===== src/hdl/tmse_pkg.sv =====
// Shared types, constants and command codes of the Turing machine step engine.
package tmse_pkg;

   localparam int TAPE_CELLS = 1024;
   localparam int TAPE_W     = 10;
   localparam int SYM_W      = 8;
   localparam int STATE_W    = 4;
   localparam int NEXT_W     = 5;
   localparam int MOVE_W     = 2;
   localparam int ENTRY_W    = SYM_W + MOVE_W + NEXT_W;
   localparam int CMD_W      = 3;
   localparam int STATUS_W   = 2;
   localparam int CSR_IDX_W  = 1;
   localparam int CSR_DATA_W = 8;

   localparam logic [SYM_W-1:0]  BLANK_RST = 8'd94;
   localparam logic [NEXT_W-1:0] SIU_RST   = 5'd1;
   localparam logic [TAPE_W-1:0] HEAD_RST  = TAPE_W'(TAPE_CELLS / 2);
   localparam logic [TAPE_W-1:0] HEAD_LAST = TAPE_W'(TAPE_CELLS - 1);

   localparam logic [CMD_W-1:0] CMD_STEP    = 3'd0;
   localparam logic [CMD_W-1:0] CMD_TBL_WR  = 3'd1;
   localparam logic [CMD_W-1:0] CMD_TBL_RD  = 3'd2;
   localparam logic [CMD_W-1:0] CMD_CELL_WR = 3'd3;
   localparam logic [CMD_W-1:0] CMD_CELL_RD = 3'd4;
   localparam logic [CMD_W-1:0] CMD_RUN_RST = 3'd5;

   localparam logic [STATUS_W-1:0] STS_OK       = 2'd0;
   localparam logic [STATUS_W-1:0] STS_HALTED   = 2'd1;
   localparam logic [STATUS_W-1:0] STS_BADENTRY = 2'd2;
   localparam logic [STATUS_W-1:0] STS_OFFTAPE  = 2'd3;

   localparam logic [MOVE_W-1:0] MV_NONE  = 2'd0;
   localparam logic [MOVE_W-1:0] MV_LEFT  = 2'd1;
   localparam logic [MOVE_W-1:0] MV_RIGHT = 2'd2;
   localparam logic [MOVE_W-1:0] MV_HALT  = 2'd3;

   localparam logic [CSR_IDX_W-1:0] CSR_STATES_IN_USE = 1'b0;
   localparam logic [CSR_IDX_W-1:0] CSR_BLANK         = 1'b1;

   typedef enum logic [2:0] {
      FSM_CLEAR,
      FSM_IDLE,
      FSM_LOOKUP,
      FSM_APPLY,
      FSM_SWEEP,
      FSM_FINISH
   } fsm_type;

   typedef struct packed {
      logic accept;
      logic lookup;
      logic apply;
      logic sweep;
      logic clear;
      logic finish;
   } ctrl_cmd_type;

   typedef struct packed {
      logic halted;
      logic sweep_done;
      logic out_free;
   } dp_stat_type;

endpackage


===== src/hdl/tmse_ctrl.sv =====
// Controller state machine of the Turing machine step engine.
module tmse_ctrl (
   input  logic                      clock,
   input  logic                      reset,
   input  logic                      req_valid,
   input  logic [tmse_pkg::CMD_W-1:0] req_cmd,
   output logic                      req_stall,
   input  tmse_pkg::dp_stat_type     stat,
   output tmse_pkg::ctrl_cmd_type    cmd
);
   import tmse_pkg::*;

   fsm_type fsm_ff;
   fsm_type fsm_in;

   always_ff @(posedge clock) begin
      if (reset) begin
         fsm_ff <= FSM_CLEAR;
      end else begin
         fsm_ff <= fsm_in;
      end
   end

   always_comb begin
      fsm_in = fsm_ff;
      case (fsm_ff)
         FSM_CLEAR: begin
            if (stat.sweep_done) fsm_in = FSM_IDLE;
         end
         FSM_IDLE: begin
            if (req_valid) begin
               if (req_cmd == CMD_STEP && !stat.halted) fsm_in = FSM_LOOKUP;
               else if (req_cmd == CMD_RUN_RST) fsm_in = FSM_SWEEP;
               else fsm_in = FSM_FINISH;
            end
         end
         FSM_LOOKUP: fsm_in = FSM_APPLY;
         FSM_APPLY:  fsm_in = FSM_FINISH;
         FSM_SWEEP: begin
            if (stat.sweep_done) fsm_in = FSM_FINISH;
         end
         FSM_FINISH: begin
            if (stat.out_free) fsm_in = FSM_IDLE;
         end
         default: fsm_in = FSM_IDLE;
      endcase
   end

   always_comb begin
      cmd       = '0;
      req_stall = 1'b1;
      case (fsm_ff)
         FSM_CLEAR: begin
            cmd.sweep = 1'b1;
            cmd.clear = 1'b1;
         end
         FSM_IDLE: begin
            req_stall  = 1'b0;
            cmd.accept = req_valid;
         end
         FSM_LOOKUP: cmd.lookup = 1'b1;
         FSM_APPLY:  cmd.apply  = 1'b1;
         FSM_SWEEP:  cmd.sweep  = 1'b1;
         FSM_FINISH: cmd.finish = stat.out_free;
         default: ;
      endcase
   end

   a_one_action: assert property (@(posedge clock) disable iff (reset)
      $onehot0({cmd.accept, cmd.lookup, cmd.apply, cmd.sweep, cmd.finish}))
      else $error("more than one datapath action in a cycle");

   a_run_reset_sweeps: assert property (@(posedge clock) disable iff (reset)
      (cmd.accept && req_cmd == CMD_RUN_RST) |=> (cmd.sweep && !cmd.clear))
      else $error("run reset did not start a tape sweep");

   a_finish_holds: assert property (@(posedge clock) disable iff (reset)
      (fsm_ff == FSM_FINISH && !stat.out_free) |=> (fsm_ff == FSM_FINISH))
      else $error("finishing command left while the result beat was blocked");

endmodule


===== config.mk =====
export PLATFORM = sky130hd
export DESIGN_NAME = tmse_ctrl
export DESIGN_NICKNAME = d
export VERILOG_FILES = /design/src/hdl/tmse_pkg.sv /design/src/hdl/tmse_ctrl.sv
export SDC_FILE = /design/constraint.sdc
export NUM_CORES = 1
export LEC_CHECK = 0
export BUFFER_PORTS_ARGS = -buffer_cell sky130_fd_sc_hd__buf_2
export CORE_AREA = 2 2 39 41
export CTS_BUF_LIST = sky130_fd_sc_hd__clkbuf_8
export CTS_CLUSTER_DIAMETER = 150
export CTS_CLUSTER_SIZE = 40
export DETAILED_ROUTE_END_ITERATION = 16
export DIE_AREA = 0 0 41 43
export PLACE_DENSITY_LB_ADDON = 0.3
export SLEW_MARGIN = 20
export SYNTH_ARGS = -nofsm -noshare
export SYNTH_HDL_FRONTEND = slang
export SYNTH_SLANG_ARGS = --single-unit

===== constraint.sdc =====
create_clock -name clock -period 1.3 [get_ports clock]
set_input_delay 0.065 -clock clock [delete_from_list [all_inputs] [get_ports clock]]
set_output_delay 0.065 -clock clock [all_outputs]
set_load 0.01 [all_outputs]

==> run metrics <==
layout cells sized above 1=52.1%; via/cell ratio=4.28; Post-synth EDFFs=0; Synth Register Bits=3; Final ANT Viol Nets=0; initial core utilization=15.7%; RSZ-0062 raised after global routing=false; crit-path max FO=3; Setup CP Type=reg -> out; Yosys top cell by area=dfxtp_1; Final period util=94.1%; H-tree depth=1; count leader, synth=a21oi_1; nets=58; Initial DRC Count=5; Final Max Tran Viols=0; DP Area=roughly 320 um^2; Yosys warning count=0; Total GRT Usage=8.63%; Yosys top cell area share=27.6%; Site Rows=14; # fillers=164; Critical Path AT=1160 ps; Sink Count=3; DRT Wirelength=580 um; maximum VDD drop=0.353 mV; Worst Clk Skew=approximately 1.8 ps; root buf cell=clkbuf_8; initial antenna violation count=0; pwr/cell area=1290 nW/um^2; Top FF cell, synth=dfxtp_1; Finished Cell Area=368 um^2; Worst-path clk slew=30 ps; Post-synth top cells=4 x a21oi_1, 3 x dfxtp_1, 3 x nor3_1; Final Util=a little over a quarter; vias in the first global route=261; port bufs=15; count of different cell masters after synthesis=16; max FFs per register=3; worst hold slack=23.4 ps; # DRC=0; met1 Usage GRT=between 10 and 15%; RePlAce Congestion=~0.7; total CTS buffers=3; Regs by FF count=fsm_ff: 3 flops; final setup fails=0; Setup crit end kind=primary output; first-pass GRT wire length=959 um; ys async rst share=0%; Synth-to-Final Area Change=69.0%; via count=between 200 and 300; sequential-to-total area share from yosys stat=27.6%; syn nets=37; Top reg by flops=fsm_ff; largest cells by area after synthesis=dfxtp_1 28%, a21oi_1 9.2%, o311ai_2 7.5%; worst skew pair latency=between 200 and 250 ps; outcome=finished clean; Slew @ Worst Pin=384 ps; Pre-antenna DRT Iters=3; gr ovfl total=0; Max clock buf depth=2; n_diodes=0; cell count after synthesis=28; Top Usage Layer GRT=met2; setup bufs post-CTS=0; Pleak=0.169 nW; total die area=1760 um^2; Syn Area/Cell=between 7 and 8 um^2; worst rel slew slack=74.2%; maxcap violations=0; TNS Setup=0 ps; wire per inst=9.06 um; total I/O pin count=16; CP startpoint kind=flop; Final Critical Period=approximately 1200 ps; f_max=818 MHz; core area=~1400 um^2; met2 GRT Util=approximately 10%; Final Hold Vio Count=0; largest net degree at the start of global routing=11; GRT met3 Usage=approximately 3.1%; die height=~43 um; total power=475 uW; synthesized cell area=between 200 and 250 um^2; Die Width=just over 40 um; CP required=approximately 1200 ps; min-delay worst type=in -> reg; TritonCTS clock tree=yes
==> report_power, final <==
group | total, mW | internal (mW) | leakage (nW) | switching (mW)
Clock | 0.267 | 0.201 | 0.0269 | 0.0655
Sequential | 0.107 | 0.100 | 0.0255 | 0.00710
Combinational | 0.101 | 0.0506 | 0.117 | 0.0507
==> routing by layer <==
| layer | share of wire [%] | wire, um | vias up |
|---|---|---|---|
| met1 | 46 | 266 | 117 |
| met2 | 44 | 257 | 12 |
| met3 | 6.0 | 35 | 2 |
| met5 | 0 | 0 | - |
| li1 | - | - | 143 |
| met4 | 3.6 | 21 | 0 |
==> cells by family after synthesis <==
kind of cell / Yosys count / synth area share [%]
AOI/OAI and AO/OA: 6 / 19.0
DFF: 3 / 27.6
muxes: 1 / 4.60
and+or+nand+nor: 17 / 47.1
buffers and inverters: 1 / 1.72
==> cell type report <==
class | count | area [um^2] | area share [%]
Timing Repair Buffer | 16 | 82.6 | 22.4
Clock buffer | 3 | 41.3 | 11.2
Inverter | 1 | 3.75 | 1.02
Clock inverter | 1 | 3.75 | 1.02
Tap cell | 16 | 20.0 | 5.44
Multi-Input combinational cell | 24 | 154 | 41.8
Sequential cell | 3 | 62.6 | 17.0
==> critical path: stages (launching register included) <==
cell     delay (ps)
dfxtp_1         300
nor2b_2         150
and2b_2         210
and2_1          150
buf_2           130
==> cells in the final DEF, fill, tap and decap left out <==
cell / synthesis / layout
a21oi_1: 4 / 4
and2_1: 2 / 2
and2b_2: 1 / 1
buf_2: 0 / 15
buf_4: 0 / 1
clkbuf_8: 0 / 3
dfxtp_1: 3 / 1
dfxtp_2: 0 / 2
inv_1: 0 / 1
inv_2: 1 / 1
mux2i_1: 1 / 1
nand2_1: 2 / 2
nand3b_1: 2 / 2
nor2_1: 2 / 2
nor2b_2: 1 / 1
nor3_1: 3 / 3
nor3b_1: 2 / 2
nor4_1: 1 / 1
o21ai_1: 1 / 1
o311ai_2: 1 / 1
or3_1: 1 / 1
==> repair_timing <==
item	4_1_cts	5_1_grt
setup endpoints to repair	0	1
gates resized for setup	0	2
hold buffers	0	0
==> path summary, 6_finish.rpt <==
kind / from / to / cells past startpoint / slack (ps)
max: fsm_ff[0] / cmd[5] / 4 / 80
min: reset / fsm_ff[2] / 2 / 20
max reg2reg: fsm_ff[2] / fsm_ff[0] / 5 / 160
min reg2reg: fsm_ff[2] / fsm_ff[2] / 2 / 530
==> through the flow <==
stage | std cells | setup WS [ps]
after global routing | 64 | 18.1
after floorplan | 28 | 99.3
after detailed placement | 60 | 132
final | 64 | 77.0
after CTS | 64 | 7.95
after global placement | 60 | 132
Power figures use the tool's default switching activity.
